**config.mk**
```make
export PLATFORM = sky130hd
export DESIGN_NAME = char_stream_tokenizer_unit_flat
export DESIGN_NICKNAME = d
export VERILOG_FILES = /design/src/rtl/cstok_pkg.sv /design/src/rtl/cstok_ifs.sv /design/src/rtl/cstok_scan.sv /design/src/rtl/cstok_queue.sv /design/src/rtl/char_stream_tokenizer_unit.sv /design/src/flat_wrapper.sv
export SDC_FILE = /design/constraint.sdc
export NUM_CORES = 1
export LEC_CHECK = 0
export BUFFER_PORTS_ARGS = -buffer_cell sky130_fd_sc_hd__buf_2
export CAP_MARGIN = 20
export CELL_PAD_IN_SITES_DETAIL_PLACEMENT = 1
export CELL_PAD_IN_SITES_GLOBAL_PLACEMENT = 2
export CORE_MARGIN = 3
export CORE_UTILIZATION = 33
export DETAILED_ROUTE_END_ITERATION = 8
export HOLD_SLACK_MARGIN = 0.08
export PLACE_DENSITY = 0.65
export SLEW_MARGIN = 30
export SYNTH_ARGS = -nofsm -noshare
export SYNTH_HDL_FRONTEND = slang
export SYNTH_SLANG_ARGS = --single-unit
export TNS_END_PERCENT = 5
```
**constraint.sdc**
```tcl
create_clock -name clk -period 14.4 [get_ports clk]
set_input_delay 2.16 -clock clk [delete_from_list [all_inputs] [get_ports clk]]
set_output_delay 2.16 -clock clk [all_outputs]
set_load 0.05 [all_outputs]
```
**src/rtl/cstok_pkg.sv**
```systemverilog
// Shared constants, result types and character-class functions for the
// character stream tokenizer. No dependencies; every other file uses it.
`default_nettype none

package cstok_pkg;

    // Counter widths.
    localparam int POS_WIDTH  = 16;
    localparam int LINE_WIDTH = 16;

    // Result queue geometry.
    localparam int QUEUE_DEPTH = 4;
    localparam int QPTR_W      = $clog2(QUEUE_DEPTH);

    // Token kinds.
    localparam logic [4:0] KIND_EOF       = 5'd0;
    localparam logic [4:0] KIND_ILLEGAL   = 5'd1;
    localparam logic [4:0] KIND_PLUS      = 5'd2;
    localparam logic [4:0] KIND_MINUS     = 5'd3;
    localparam logic [4:0] KIND_ASTERISK  = 5'd4;
    localparam logic [4:0] KIND_SLASH     = 5'd5;
    localparam logic [4:0] KIND_ASSIGN    = 5'd6;
    localparam logic [4:0] KIND_BANG      = 5'd7;
    localparam logic [4:0] KIND_EQ        = 5'd8;
    localparam logic [4:0] KIND_NEQ       = 5'd9;
    localparam logic [4:0] KIND_LT        = 5'd10;
    localparam logic [4:0] KIND_GT        = 5'd11;
    localparam logic [4:0] KIND_LTE       = 5'd12;
    localparam logic [4:0] KIND_GTE       = 5'd13;
    localparam logic [4:0] KIND_LOR       = 5'd14;
    localparam logic [4:0] KIND_LAND      = 5'd15;
    localparam logic [4:0] KIND_LPAREN    = 5'd16;
    localparam logic [4:0] KIND_RPAREN    = 5'd17;
    localparam logic [4:0] KIND_LBRACE    = 5'd18;
    localparam logic [4:0] KIND_RBRACE    = 5'd19;
    localparam logic [4:0] KIND_LBRACKET  = 5'd20;
    localparam logic [4:0] KIND_RBRACKET  = 5'd21;
    localparam logic [4:0] KIND_SEMICOLON = 5'd22;
    localparam logic [4:0] KIND_COLON     = 5'd23;
    localparam logic [4:0] KIND_COMMA     = 5'd24;
    localparam logic [4:0] KIND_PERIOD    = 5'd25;
    localparam logic [4:0] KIND_INT       = 5'd26;
    localparam logic [4:0] KIND_FLOAT     = 5'd27;
    localparam logic [4:0] KIND_STRING    = 5'd28;

    // Lookup result meaning "no operator here"; shares the EOF code.
    localparam logic [4:0] KIND_NONE = 5'd0;

    // Input request codes.
    localparam logic OP_CHAR = 1'b0;
    localparam logic OP_END  = 1'b1;

    // Characters with special meaning.
    localparam logic [7:0] CH_TAB    = 8'h09;
    localparam logic [7:0] CH_LF     = 8'h0A;
    localparam logic [7:0] CH_CR     = 8'h0D;
    localparam logic [7:0] CH_SPACE  = 8'h20;
    localparam logic [7:0] CH_BANG   = 8'h21;
    localparam logic [7:0] CH_QUOTE  = 8'h22;
    localparam logic [7:0] CH_AMP    = 8'h26;
    localparam logic [7:0] CH_DOT    = 8'h2E;
    localparam logic [7:0] CH_ZERO   = 8'h30;
    localparam logic [7:0] CH_NINE   = 8'h39;
    localparam logic [7:0] CH_LT     = 8'h3C;
    localparam logic [7:0] CH_EQ     = 8'h3D;
    localparam logic [7:0] CH_GT     = 8'h3E;
    localparam logic [7:0] CH_BSLASH = 8'h5C;
    localparam logic [7:0] CH_PIPE   = 8'h7C;

    // One result as it travels through the queue and out of the block.
    typedef struct packed {
        logic [4:0]            kind;
        logic [POS_WIDTH-1:0]  position;
        logic [LINE_WIDTH-1:0] line;
        logic [LINE_WIDTH-1:0] column;
        logic [POS_WIDTH-1:0]  length;
        logic                  last;
    } token_t;

    // Results of one processed request, handed from the scanner to the queue.
    typedef struct packed {
        logic [1:0] count;
        token_t     first;
        token_t     second;
    } push_t;

    // Saturating increments.
    function automatic logic [POS_WIDTH-1:0] inc_pos(input logic [POS_WIDTH-1:0] v);
        return (&v) ? v : v + POS_WIDTH'(1);
    endfunction

    function automatic logic [LINE_WIDTH-1:0] inc_line(input logic [LINE_WIDTH-1:0] v);
        return (&v) ? v : v + LINE_WIDTH'(1);
    endfunction

    function automatic logic is_digit(input logic [7:0] c);
        return (c >= CH_ZERO) && (c <= CH_NINE);
    endfunction

    function automatic logic is_space(input logic [7:0] c);
        return c inside {CH_SPACE, CH_TAB, CH_LF, CH_CR};
    endfunction

    // Characters that wait one character for a possible second half.
    function automatic logic is_pend_char(input logic [7:0] c);
        return c inside {CH_BANG, CH_EQ, CH_LT, CH_GT, CH_PIPE, CH_AMP};
    endfunction

    // Operators and punctuation that always stand alone.
    function automatic logic [4:0] single_kind(input logic [7:0] c);
        case (c)
            8'h2B:   return KIND_PLUS;
            8'h2D:   return KIND_MINUS;
            8'h2A:   return KIND_ASTERISK;
            8'h2F:   return KIND_SLASH;
            8'h28:   return KIND_LPAREN;
            8'h29:   return KIND_RPAREN;
            8'h7B:   return KIND_LBRACE;
            8'h7D:   return KIND_RBRACE;
            8'h5B:   return KIND_LBRACKET;
            8'h5D:   return KIND_RBRACKET;
            8'h3B:   return KIND_SEMICOLON;
            8'h3A:   return KIND_COLON;
            8'h2C:   return KIND_COMMA;
            CH_DOT:  return KIND_PERIOD;
            default: return KIND_NONE;
        endcase
    endfunction

    // Kind of a pending character that found no partner.
    function automatic logic [4:0] pend_alone(input logic [7:0] c);
        case (c)
            CH_EQ:   return KIND_ASSIGN;
            CH_BANG: return KIND_BANG;
            CH_LT:   return KIND_LT;
            CH_GT:   return KIND_GT;
            default: return KIND_ILLEGAL;
        endcase
    endfunction

    // Kind of a two-character operator, or KIND_NONE when there is none.
    function automatic logic [4:0] pend_pair(input logic [7:0] first, input logic [7:0] c);
        if (first == CH_PIPE) begin
            return (c == CH_PIPE) ? KIND_LOR : KIND_NONE;
        end
        if (first == CH_AMP) begin
            return (c == CH_AMP) ? KIND_LAND : KIND_NONE;
        end
        if (c != CH_EQ) begin
            return KIND_NONE;
        end
        case (first)
            CH_EQ:   return KIND_EQ;
            CH_BANG: return KIND_NEQ;
            CH_LT:   return KIND_LTE;
            CH_GT:   return KIND_GTE;
            default: return KIND_NONE;
        endcase
    endfunction

    // Number kind from the saturating dot count.
    function automatic logic [4:0] number_kind(input logic [1:0] dots);
        case (dots)
            2'd0:    return KIND_INT;
            2'd1:    return KIND_FLOAT;
            default: return KIND_ILLEGAL;
        endcase
    endfunction

endpackage

`default_nettype wire

```
**src/rtl/cstok_ifs.sv**
```systemverilog
// Valid/ready channel interfaces for character requests and token results.
// Depends on cstok_pkg for the counter widths.
`default_nettype none

interface cstok_in_if;
    logic       valid;
    logic       ready;
    logic       op;
    logic [7:0] char_code;

    modport source (output valid, output op, output char_code, input ready);
    modport sink   (input valid, input op, input char_code, output ready);
endinterface

interface cstok_out_if;
    logic                            valid;
    logic                            ready;
    logic [4:0]                      token_class;
    logic [cstok_pkg::POS_WIDTH-1:0]  start_position;
    logic [cstok_pkg::LINE_WIDTH-1:0] start_line;
    logic [cstok_pkg::LINE_WIDTH-1:0] start_column;
    logic [cstok_pkg::POS_WIDTH-1:0]  literal_length;
    logic                            last_of_run;

    modport source (output valid, output token_class, output start_position,
                    output start_line, output start_column, output literal_length,
                    output last_of_run, input ready);
    modport sink   (input valid, input token_class, input start_position,
                    input start_line, input start_column, input literal_length,
                    input last_of_run, output ready);
    modport monitor (input valid, input ready, input token_class, input start_position,
                     input start_line, input start_column, input literal_length,
                     input last_of_run);
endinterface

`default_nettype wire

```
**src/rtl/cstok_scan.sv**
```systemverilog
// Input register, scanner state and the combinational lexing step.
// Depends on cstok_pkg and the cstok_in_if interface.
`default_nettype none

module cstok_scan (
    input  logic             clk,
    input  logic             rst_n,
    cstok_in_if.sink         char_in,
    input  logic             room,
    output cstok_pkg::push_t push
);

    // Scan modes.
    localparam logic [2:0] MODE_IDLE = 3'd0;
    localparam logic [2:0] MODE_PEND = 3'd1;
    localparam logic [2:0] MODE_NUM  = 3'd2;
    localparam logic [2:0] MODE_STR  = 3'd3;

    localparam int PW = cstok_pkg::POS_WIDTH;
    localparam int LW = cstok_pkg::LINE_WIDTH;

    // Input register.
    logic       in_valid_reg;
    logic       in_op_reg;
    logic [7:0] in_char_reg;

    // Scanner state.
    logic [2:0]    mode_reg,     mode_next;
    logic [7:0]    pending_reg,  pending_next;
    logic          esc_reg,      esc_next;
    logic          cr_reg,       cr_next;
    logic [1:0]    dot_reg,      dot_next;
    logic [PW-1:0] pos_reg,      pos_next;
    logic [LW-1:0] line_reg,     line_next;
    logic [LW-1:0] col_reg,      col_next;
    logic [PW-1:0] spos_reg,     spos_next;
    logic [LW-1:0] sline_reg,    sline_next;
    logic [LW-1:0] scol_reg,     scol_next;
    logic [PW-1:0] len_reg,      len_next;

    // Slot A carries the token that was being built, slot B a fresh one.
    logic             a_valid;
    logic             b_valid;
    cstok_pkg::token_t tok_a;
    cstok_pkg::token_t tok_b;
    logic             do_idle;
    logic [LW-1:0]    col_inc;
    logic [4:0]       pair_kind;
    logic [7:0]       c;
    logic             fire;

    assign c    = in_char_reg;
    assign fire = in_valid_reg && room;

    // The input register takes a request when it is empty or empties in the same cycle.
    assign char_in.ready = !in_valid_reg || room;

    always_ff @(posedge clk or negedge rst_n)
    begin
        if (!rst_n)
        begin
            in_valid_reg <= 1'b0;
        end
        else if (char_in.ready)
        begin
            in_valid_reg <= char_in.valid;
        end
    end

    // Request payload needs no reset.
    always_ff @(posedge clk)
    begin
        if (char_in.valid && char_in.ready)
        begin
            in_op_reg   <= char_in.op;
            in_char_reg <= char_in.char_code;
        end
    end

    // One lexing step for the request held in the input register.
    always_comb
    begin
        mode_next    = mode_reg;
        pending_next = pending_reg;
        esc_next     = esc_reg;
        cr_next      = cr_reg;
        dot_next     = dot_reg;
        pos_next     = pos_reg;
        line_next    = line_reg;
        col_next     = col_reg;
        spos_next    = spos_reg;
        sline_next   = sline_reg;
        scol_next    = scol_reg;
        len_next     = len_reg;

        a_valid       = 1'b0;
        tok_a.kind    = cstok_pkg::KIND_EOF;
        tok_a.position = spos_reg;
        tok_a.line    = sline_reg;
        tok_a.column  = scol_reg;
        tok_a.length  = len_reg;
        tok_a.last    = 1'b0;

        b_valid       = 1'b0;
        tok_b.kind    = cstok_pkg::KIND_EOF;
        tok_b.position = pos_reg;
        tok_b.line    = line_reg;
        tok_b.column  = col_reg;
        tok_b.length  = '0;
        tok_b.last    = 1'b1;

        do_idle   = 1'b0;
        col_inc   = cstok_pkg::inc_line(col_reg);
        pair_kind = cstok_pkg::pend_pair(pending_reg, c);

        if (in_op_reg == cstok_pkg::OP_END)
        begin
            // Flush any open token, then report end of input and start over.
            case (mode_reg)
                MODE_PEND:
                begin
                    a_valid      = 1'b1;
                    tok_a.kind   = cstok_pkg::pend_alone(pending_reg);
                    tok_a.length = PW'(1);
                end
                MODE_NUM:
                begin
                    a_valid    = 1'b1;
                    tok_a.kind = cstok_pkg::number_kind(dot_reg);
                end
                MODE_STR:
                begin
                    a_valid    = 1'b1;
                    tok_a.kind = cstok_pkg::KIND_STRING;
                end
                default:
                begin
                end
            endcase
            b_valid      = 1'b1;
            mode_next    = MODE_IDLE;
            pending_next = '0;
            esc_next     = 1'b0;
            cr_next      = 1'b0;
            dot_next     = '0;
            pos_next     = '0;
            line_next    = LW'(1);
            col_next     = '0;
            spos_next    = '0;
            sline_next   = LW'(1);
            scol_next    = '0;
            len_next     = '0;
        end
        else
        begin
            pos_next = cstok_pkg::inc_pos(pos_reg);
            if (cr_reg && (c == cstok_pkg::CH_LF))
            begin
                // The LF of a CR LF pair is no character of its own.
                cr_next = 1'b0;
                if (mode_reg == MODE_STR)
                begin
                    len_next = cstok_pkg::inc_pos(len_reg);
                end
            end
            else
            begin
                // Location of this character, used by a token it starts.
                tok_b.position = pos_reg;
                tok_b.line     = line_reg;
                tok_b.column   = col_inc;
                tok_b.length   = PW'(1);
                if ((c == cstok_pkg::CH_LF) || (c == cstok_pkg::CH_CR))
                begin
                    line_next = cstok_pkg::inc_line(line_reg);
                    col_next  = '0;
                end
                else
                begin
                    col_next = col_inc;
                end
                cr_next = (c == cstok_pkg::CH_CR);

                case (mode_reg)
                    MODE_PEND:
                    begin
                        mode_next = MODE_IDLE;
                        a_valid   = 1'b1;
                        if (pair_kind != cstok_pkg::KIND_NONE)
                        begin
                            tok_a.kind   = pair_kind;
                            tok_a.length = PW'(2);
                            len_next     = PW'(2);
                        end
                        else
                        begin
                            tok_a.kind   = cstok_pkg::pend_alone(pending_reg);
                            tok_a.length = PW'(1);
                            len_next     = PW'(1);
                            do_idle      = 1'b1;
                        end
                    end
                    MODE_NUM:
                    begin
                        if (cstok_pkg::is_digit(c) || (c == cstok_pkg::CH_DOT))
                        begin
                            len_next = cstok_pkg::inc_pos(len_reg);
                            if ((c == cstok_pkg::CH_DOT) && (dot_reg < 2'd2))
                            begin
                                dot_next = dot_reg + 2'd1;
                            end
                        end
                        else
                        begin
                            mode_next  = MODE_IDLE;
                            a_valid    = 1'b1;
                            tok_a.kind = cstok_pkg::number_kind(dot_reg);
                            do_idle    = 1'b1;
                        end
                    end
                    MODE_STR:
                    begin
                        esc_next = 1'b0;
                        if (esc_reg && (c == cstok_pkg::CH_QUOTE))
                        begin
                            len_next = cstok_pkg::inc_pos(len_reg);
                        end
                        else if (c == cstok_pkg::CH_QUOTE)
                        begin
                            mode_next  = MODE_IDLE;
                            a_valid    = 1'b1;
                            tok_a.kind = cstok_pkg::KIND_STRING;
                        end
                        else
                        begin
                            len_next = cstok_pkg::inc_pos(len_reg);
                            if (c == cstok_pkg::CH_BSLASH)
                            begin
                                esc_next = 1'b1;
                            end
                        end
                    end
                    default:
                    begin
                        mode_next = MODE_IDLE;
                        do_idle   = 1'b1;
                    end
                endcase

                // Handling of a character seen between tokens.
                if (do_idle && !cstok_pkg::is_space(c))
                begin
                    if (cstok_pkg::single_kind(c) != cstok_pkg::KIND_NONE)
                    begin
                        b_valid    = 1'b1;
                        tok_b.kind = cstok_pkg::single_kind(c);
                    end
                    else if (cstok_pkg::is_pend_char(c))
                    begin
                        pending_next = c;
                        spos_next    = pos_reg;
                        sline_next   = line_reg;
                        scol_next    = col_inc;
                        mode_next    = MODE_PEND;
                    end
                    else if (c == cstok_pkg::CH_QUOTE)
                    begin
                        spos_next  = pos_reg;
                        sline_next = line_reg;
                        scol_next  = col_inc;
                        len_next   = '0;
                        esc_next   = 1'b0;
                        mode_next  = MODE_STR;
                    end
                    else if (cstok_pkg::is_digit(c))
                    begin
                        spos_next  = pos_reg;
                        sline_next = line_reg;
                        scol_next  = col_inc;
                        len_next   = PW'(1);
                        dot_next   = '0;
                        mode_next  = MODE_NUM;
                    end
                    else
                    begin
                        b_valid    = 1'b1;
                        tok_b.kind = cstok_pkg::KIND_ILLEGAL;
                    end
                end
            end
        end

        // The last result of the step carries the run marker.
        tok_a.last = !b_valid;
    end

    // Hand the results of this step to the queue.
    always_comb
    begin
        push.count  = fire ? {a_valid && b_valid, a_valid ^ b_valid} : 2'd0;
        push.first  = a_valid ? tok_a : tok_b;
        push.second = tok_b;
    end

    // State advances only when the step is taken.
    always_ff @(posedge clk or negedge rst_n)
    begin
        if (!rst_n)
        begin
            mode_reg    <= MODE_IDLE;
            pending_reg <= '0;
            esc_reg     <= 1'b0;
            cr_reg      <= 1'b0;
            dot_reg     <= '0;
            pos_reg     <= '0;
            line_reg    <= LW'(1);
            col_reg     <= '0;
            spos_reg    <= '0;
            sline_reg   <= LW'(1);
            scol_reg    <= '0;
            len_reg     <= '0;
        end
        else if (fire)
        begin
            mode_reg    <= mode_next;
            pending_reg <= pending_next;
            esc_reg     <= esc_next;
            cr_reg      <= cr_next;
            dot_reg     <= dot_next;
            pos_reg     <= pos_next;
            line_reg    <= line_next;
            col_reg     <= col_next;
            spos_reg    <= spos_next;
            sline_reg   <= sline_next;
            scol_reg    <= scol_next;
            len_reg     <= len_next;
        end
    end

endmodule

`default_nettype wire

```
**src/rtl/cstok_queue.sv**
```systemverilog
// Small result queue that takes up to two tokens a cycle and sends one while the receiver is ready.
// Depends on cstok_pkg and the cstok_out_if interface.
`default_nettype none

module cstok_queue (
    input  logic             clk,
    input  logic             rst_n,
    input  cstok_pkg::push_t push,
    output logic             room,
    cstok_out_if.source      token_out
);

    localparam int QW = cstok_pkg::QPTR_W;

    cstok_pkg::token_t entry_reg [cstok_pkg::QUEUE_DEPTH];
    logic [QW-1:0] wr_ptr_reg, wr_ptr_next;
    logic [QW-1:0] rd_ptr_reg, rd_ptr_next;
    logic [QW:0]   count_reg,  count_next;
    logic          pop;
    cstok_pkg::token_t head;

    assign pop  = token_out.valid && token_out.ready;
    assign room = count_reg <= (QW+1)'(cstok_pkg::QUEUE_DEPTH - 2);

    // Pointer and fill bookkeeping.
    always_comb
    begin
        wr_ptr_next = wr_ptr_reg + QW'(push.count);
        rd_ptr_next = rd_ptr_reg + QW'(pop);
        count_next  = count_reg + (QW+1)'(push.count) - (QW+1)'(pop);
    end

    always_ff @(posedge clk or negedge rst_n)
    begin
        if (!rst_n)
        begin
            wr_ptr_reg <= '0;
            rd_ptr_reg <= '0;
            count_reg  <= '0;
        end
        else
        begin
            wr_ptr_reg <= wr_ptr_next;
            rd_ptr_reg <= rd_ptr_next;
            count_reg  <= count_next;
        end
    end

    // Entry storage; payload needs no reset.
    always_ff @(posedge clk)
    begin
        if (push.count != 2'd0)
        begin
            entry_reg[wr_ptr_reg] <= push.first;
        end
        if (push.count == 2'd2)
        begin
            entry_reg[wr_ptr_reg + QW'(1)] <= push.second;
        end
    end

    // Head of the queue drives the result channel.
    assign head = entry_reg[rd_ptr_reg];

    assign token_out.valid          = count_reg != '0;
    assign token_out.token_class    = head.kind;
    assign token_out.start_position = head.position;
    assign token_out.start_line     = head.line;
    assign token_out.start_column   = head.column;
    assign token_out.literal_length = head.length;
    assign token_out.last_of_run    = head.last;

endmodule

`default_nettype wire

```
**src/rtl/char_stream_tokenizer_unit.sv**
```systemverilog
// Top level of the character stream tokenizer.
// Depends on cstok_pkg, the channel interfaces, cstok_scan and cstok_queue.
//
// Usage:
//   char_in carries one request per source byte (op = 0, char_code = byte)
//   and a request with op = 1 at end of input. token_out carries tokens:
//   kind, start location, literal length and last_of_run, which marks the
//   final token caused by one request. A request may cause zero, one or
//   two tokens; end of input always yields a closing EOF token.
//   A request waits in the input register until its lexing step is taken;
//   its tokens are then written into the result queue, and a second token
//   leaves the queue after the first.
//   Throughput: one request per cycle while each request gives at most one
//   token and the receiver is ready; the single result port sets the rate to
//   one token per cycle when requests give two.
//   The request path is an input register, combinational lexing logic and a
//   four-entry result queue; requests are taken while the queue holds at most
//   two tokens, so a stalled receiver backs up into char_in.ready after that.
//   Reset empties the queue and returns all counters to line 1, column 0,
//   position 0, between tokens.
`default_nettype none

module char_stream_tokenizer_unit (
    input  logic        clk,
    input  logic        rst_n,
    cstok_in_if.sink    char_in,
    cstok_out_if.source token_out
);

    cstok_pkg::push_t push;
    logic             room;

    // Lexing step with its input register.
    cstok_scan u_scan (
        .clk     (clk),
        .rst_n   (rst_n),
        .char_in (char_in),
        .room    (room),
        .push    (push)
    );

    // Result queue, whose head drives the result channel.
    cstok_queue u_queue (
        .clk       (clk),
        .rst_n     (rst_n),
        .push      (push),
        .room      (room),
        .token_out (token_out)
    );

endmodule

`default_nettype wire

```
**src/flat_wrapper.sv**
```systemverilog
// flat-port wrapper written by rule: the top's interface ports become plain ports
module char_stream_tokenizer_unit_flat 
  (clk, rst_n, char_in_valid, char_in_op, char_in_char_code, char_in_ready, token_out_valid, token_out_token_class, token_out_start_position, token_out_start_line, token_out_start_column, token_out_literal_length, token_out_last_of_run, token_out_ready);
  cstok_in_if char_in_i ();
  cstok_out_if token_out_i ();
  input  logic clk;
  input  logic rst_n;
  input wire logic [$bits(char_in_i.valid)-1:0] char_in_valid;
  input wire logic [$bits(char_in_i.op)-1:0] char_in_op;
  input wire logic [$bits(char_in_i.char_code)-1:0] char_in_char_code;
  output wire logic [$bits(char_in_i.ready)-1:0] char_in_ready;
  output wire logic [$bits(token_out_i.valid)-1:0] token_out_valid;
  output wire logic [$bits(token_out_i.token_class)-1:0] token_out_token_class;
  output wire logic [$bits(token_out_i.start_position)-1:0] token_out_start_position;
  output wire logic [$bits(token_out_i.start_line)-1:0] token_out_start_line;
  output wire logic [$bits(token_out_i.start_column)-1:0] token_out_start_column;
  output wire logic [$bits(token_out_i.literal_length)-1:0] token_out_literal_length;
  output wire logic [$bits(token_out_i.last_of_run)-1:0] token_out_last_of_run;
  input wire logic [$bits(token_out_i.ready)-1:0] token_out_ready;
  assign char_in_i.valid = char_in_valid;
  assign char_in_i.op = char_in_op;
  assign char_in_i.char_code = char_in_char_code;
  assign char_in_ready = char_in_i.ready;
  assign token_out_valid = token_out_i.valid;
  assign token_out_token_class = token_out_i.token_class;
  assign token_out_start_position = token_out_i.start_position;
  assign token_out_start_line = token_out_i.start_line;
  assign token_out_start_column = token_out_i.start_column;
  assign token_out_literal_length = token_out_i.literal_length;
  assign token_out_last_of_run = token_out_i.last_of_run;
  assign token_out_i.ready = token_out_ready;
  char_stream_tokenizer_unit u_core (.clk(clk), .rst_n(rst_n), .char_in(char_in_i), .token_out(token_out_i));
endmodule
```
=== After elaboration in Yosys (flattened, before gate mapping) ===
Memory sizes are Yosys's and may differ from the RTL's.
Cells that the tools add are included.

* Register bits after elaboration: 144
* Input bits: 13
* Memory bits (writable): 280
* Memories: 1
* Word-level logic and storage cells: 261

* Order comparisons: 4
* Multiplexer cells: 147
* Reduce and logical (&&, ||, !) cells: 37
* Equal/unequal tests: 43
* Add/sub/neg operators: 10
* Bitwise gates (word level): 1

{| class="wikitable"
|+ Memories
! memory !! depth !! width !! rd ports !! clocked after Yosys merged registers in !! wr ports !! RTL line !! source
|-
| u_core.u_queue.entry_reg || 4 || 70 || 1 || 0 || 2 || cstok_queue.sv:15 || <nowiki>cstok_pkg::token_t entry_reg [cstok_pkg::QUEUE_DEPTH];</nowiki>
|}

{| class="wikitable"
|+ Operators with widths
! kind !! number
|-
| two-way mux 16 bit || 47
|-
| == test 8 x 6 -> 1 bit, second input constant || 22
|-
| two-way mux 69 bit || 2
|-
| two-way mux 5 bit || 17
|-
| two-way mux 70 bit || 1
|-
| case mux 5 bit (14 select lines) || 1
|-
| adder 16 x 1 -> 16 bit, second input constant || 4
|-
| AND reduction 16 bit || 4
|-
| == test 8 x 7 -> 1 bit, second input constant || 7
|-
| case mux 16 bit (3 select lines) || 1
|-
| two-way mux 1 bit || 41
|-
| two-way mux 8 bit || 5
|-
| case mux 4 bit (4 select lines) || 2
|-
| two-way mux 3 bit || 10
|-
| case mux 5 bit (3 select lines) || 2
|-
| == test 8 x 4 -> 1 bit, second input constant || 3
|-
| two-way mux 2 bit || 12
|-
| case mux 5 bit (2 select lines) || 1
|-
| AND reduction 5 bit || 2
|-
| nonzero test 5 bit || 2
|-
| logical AND 1 bit || 9
|-
| >= comparator 8 x 6 -> 1 bit, second input constant || 1
|-
| <= comparator 8 x 6 -> 1 bit, second input constant || 1
|-
| two-way mux 4 bit || 2
|-
| other kinds (27) || 43
|}

=== Longest topological paths before layout ===
* Depth in word-level cells: 27
* Gate-level depth with buffers: 18
* Depth with buffers taken out: 12

=== By module ===
Synthesis repeated with hierarchy kept, for this count alone.

* Cells, all modules: 1,775
* Area total of the unflattened synthesis: 22,693.0 sq um

{| class="wikitable"
|+ Modules (own cells, without submodules)
! module !! instances !! area each (sq um) !! cells an instance
|-
| cstok_queue || 1 || 13,864.5 || 716
|-
| cstok_scan || 1 || 8,828.5 || 1,059
|}

=== Least setup slack after synthesis ===
OpenSTA, ideal clock, no wires.

* Path type: register -> register
* Start: register u_core.u_scan.pending_reg[7]
* End: memory u_core.u_queue.entry_reg[0][17] (netlist name) (enable)
* Buffers on the path: 4
* Library setup time: 408 ps
* Setup slack: 9,410 ps
* Period minus slack after synthesis: 4,990 ps
* Required time: 13,992 ps
* Arrival: 4,582 ps
* Stages on the path, launching flop included: 16
* Cell sequence: dfrtp_1 nand2b_1 or3_1 buf_2 a211o_1 and3_1 buf_6 o21a_4 a21o_1 ha_1 clkbuf_1 o21ai_1 nor3_1 nor2_1 clkbuf_1 inv_1

{| class="wikitable"
|+ RTL lines
! what !! RTL line !! source
|-
| start: declaration || cstok_scan.sv:29 || <nowiki>logic [7:0] pending_reg, pending_next;</nowiki>
|-
| start signal: assignment || cstok_scan.sv:326 || <nowiki>pending_reg <= pending_next;</nowiki>
|-
| end: declaration || cstok_queue.sv:15 ||
|}

==> key figures <==
Run status
  – Status: completed

Timing
  – Tmin final: 6.28 ns
  – Max_slew headroom: 0.381
  – Hold Slack: 0.462 ns
  – TNS Setup: 0 ns
  – Final setup skew: 0.0370 ns
  – Final Max Slew Viols: 0
  – Period Utilization, post-route: 0.436
  – Fin worst setup slack: 8.12 ns
  – Final setup viols: 0
  – Peak Freq: 0.159 GHz
  – Hold Vio Cnt, Final: 0
  – Least-Margin Pin Slew: 0.920 ns
  – Unrepaired setup endpoints after global routing: false

GRT
  – First-pass GRT wire length: 101 mm
  – Global Route Usage Sum: 0.196
  – Initial antenna violation count: 0
  – Largest net degree at the start of global routing: 60
  – Vias in the first global route: 16100
  – Global route total overflow: 0

Clocking
  – # resized after CTS: 0
  – CTS tree: yes
  – CTS buffer count: 50
  – Root buffer cell: clkbuf_16
  – Post-CTS Setup Repair Bufs: 0
  – Hold_buf cts: 0
  – Clock Tree Buf Depth: 3
  – Worst skew pair latency: between 0.6 and 0.7 ns
  – Clk pin slew, worst setup/hold paths: 0.06 ns
  – H-tree depth: 2
  – Clk sinks: between 400 and 500

Floorplanning
  – Total core area: between 60000 and 70000 sq um
  – Chip height: 259 um
  – Initial core utilization: 0.338
  – # IOs: 85
  – Die extent in x: 259 um
  – Row count: 91
  – Full die area: 66900 sq um

Hold path
  – Hold endpoint: u_core.u_queue.entry_reg[2][2]
  – Hold_sp: u_core.u_queue.entry_reg[2][2]
  – Worst Hold Depth: 2
  – Worst Hold Class: reg2reg

Finish
  – Post-route insts no fill: 2662
  – Area Overhead vs Synth: 13.2%
  – Final nets: 1809
  – Register area: 11400 sq um
  – Layout cell share with drive strength beyond 1: 0.177
  – Area of the multi-input gates: 8890 sq um
  – Max FFs per register: 280
  – Final core occ: 0.382
  – Post-route cell area: 23800 sq um
  – FILL cells: 6713

Setup path
  – CP arrival: around 6.5 ns
  – Path type of the worst setup path: reg2reg
  – Cell depth of the worst setup path: 12
  – Slowest stage cell, crit path: nand4b_1
  – WP data required: approximately 15 ns
  – Crit. End Element: register
  – CP peak stage delay: 0.76 ns
  – Worst-path fanout max: 40
  – Worst path bufs/invs: 5
  – Worst path cell trace: nor4_2 -> nand4b_1 -> o211ai_4 -> buf_4 -> inv_2 -> ha_1 -> o21ai_1 -> nor3_1 -> nor2_1 -> buf_4 -> inv_2 -> buf_4
  – RR Startpoint: u_core.u_scan.c[4]
  – Worst Reg-to-Reg Cells: 12
  – Worst Setup Start Kind: register
  – Flop2flop setup slack: roughly 8.1 ns
  – Most used cell, CP: buf_4
  – Cell family with most CP delay: simple AND/OR/NAND/NOR gates
  – Reg2reg end: u_core.u_queue.entry_reg[0][29]

Placed design
  – Place WS: between 7 and 8 ns
  – Placed Cells: 2567
  – I/O Buffers: 84
  – HPWL Detailed: 41.4 mm
  – RePlAce Congestion: 0.821
  – DP Area: 22100 sq um

Synth
  – Syn Area/Cell: roughly 12 sq um
  – Top FF cell, synth: edfxtp_1
  – Seq/Total Area, Yosys: 0.542
  – Largest area contributor in the synthesized netlist: edfxtp_1
  – Yosys warns: 0
  – Number of flops mapped to enable cells by yosys: around 230
  – Top cell type's share of synthesized area: 0.321
  – Top post-synthesis cells by area: edfxtp_1 32%, dfrtp_1 16%, a22o_1 10%, mux4_2 7.5%, dfxtp_1 6.1%
  – Flops & latches, synth: approximately 420
  – Async set-reset flop share out of synthesis: 0.318
  – Synthesized Nets: 1800
  – Synthesized area: 21100 sq um
  – Cells after synthesis: 1774
  – Number of distinct library cells after synthesis: 92

Route
  – ANT nets after route: 0
  – DRC: 0
  – Final WL: about 66 mm
  – Detailed Route Iter0 Violations: 980
  – Routed vias/inst: ~5.7
  – WL per Instance: 24.9 um
  – Drt pass-1 iters: 5
  – Via count: 15100

Power and ir drop
  – Int Pwr: ~2.6 mW
  – Switching power: 1.79 mW
  – Power share of the clock group: 0.289
  – Pwr Density: 186 nW/um^2
  – Sequential power share: 0.368
  – Static Leakage: about 8.6 nW
  – Switching Fraction: 0.403
  – Power Total: 4.43 mW
  – Comb pwr share: 0.342
  – VDD IR-drop max: ~98 uV

Job
  – Maxcap violations: 0
area by class of cell:
cell class | instances | area share
Timing Repair Buffer | 117 | 0.0291
Inverter | 29 | 0.00456
Sequential cell | 424 | 0.479
Antenna cell | 1 | 0.000105
Clock buffer | 67 | 0.0609
Multi-Input combinational cell | 1161 | 0.373
Tap cell | 837 | 0.0439
Clock inverter | 26 | 0.00944
cells in the mapped netlist, types with 27 or more instances:
cell / instances
inv_1: 27
a22o_1: 243
xor2_1: 31
nor2_1: 80
mux4_2: 70
nand3_1: 41
buf_2: 37
edfxtp_1: 225
o21ai_0: 84
dfxtp_1: 64
dfrtp_1: 133
nor3_1: 32
nand2_1: 139
a21oi_1: 54
o21ai_1: 53
o22ai_1: 32
clkbuf_1: 91
power by group through the flow:
stage / Clock (mW) / Sequential [mW] / Combinational [mW]
finish: 1.28 / 1.63 / 1.52
detailed placement: 0 / 1.66 / 1.54
CTS: 1.32 / 1.64 / 1.54
global placement: 0 / 1.65 / 1.52
floorplan: 0 / 1.53 / 1.16
global route: 1.36 / 1.66 / 1.61
per-layer routing:
metal	up-vias	wire [um]	GRT usage
li1	6911	-	-
met1	7865	30200	0.266
met2	281	32600	0.338
met3	84	2330	0.0217
met4	0	1230	0.0473
met5	-	0	0
logic make-up after synthesis:
family / after synthesis / synth area share
AOI/OAI and AO/OA: 582 / 0.203
xor gates and xnor gates: 50 / 0.0208
adders and majority gates: 13 / 0.00808
buffers and inverters: 189 / 0.0409
DFF: 424 / 0.542
muxes: 79 / 0.0793
and+or+nand+nor: 437 / 0.106
worst register-to-register path, stage by stage, from the launching register on:
cell and delay, ns:
edfxtp_1 0.68, nor4_2 0.69, nand4b_1 0.76, o211ai_4 0.26, buf_4 0.49, inv_2 0.29, ha_1 0.50, o21ai_1 0.22
nor3_1 0.64, nor2_1 0.11, buf_4 0.24, inv_2 0.34, buf_4 0.64
cells in the final DEF (no fill, tap or decap), drive strengths merged, types with 5 or more instances in the layout:
cell type	count
a22o	243
edfxtp	225
o21ai	140
nand2	139
dfrtp	133
buf	117
nor2	85
mux4	70
clkbuf	67
dfxtp	64
a21oi	58
nand3	41
o22ai	33
nor3	32
inv	32
xor2	31
and3	23
or3	23
xnor2	19
clkinv	19
and2	16
a31oi	15
nand2b	14
nand4	12
ha	12
o31ai	11
o211ai	10
nor4	10
o2111ai	9
nor2b	8
a21o	7
nor3b	6
o21a	6
and4b	5
o32ai	5
mux2i	5
worst max path at each step:
stage | slack (ns) | to | startpoint
final | 8.12 | u_core.u_queue.entry_reg[0][29] | u_core.u_scan.c[4]
after floorplan | 9.41 | u_core.u_queue.entry_reg[0][17] | u_core.u_scan.pending_reg[7]
after CTS | 8.00 | u_core.u_queue.entry_reg[0][29] | u_core.u_scan.c[4]
after detailed placement | 7.99 | u_core.u_queue.entry_reg[0][25] | u_core.u_scan.c[4]
after global routing | 7.57 | u_core.u_queue.entry_reg[0][28] | u_core.u_scan.c[4]
after global placement | 8.30 | u_core.u_queue.entry_reg[0][24] | u_core.u_scan.c[4]
(Power assumes the default switching activity.)
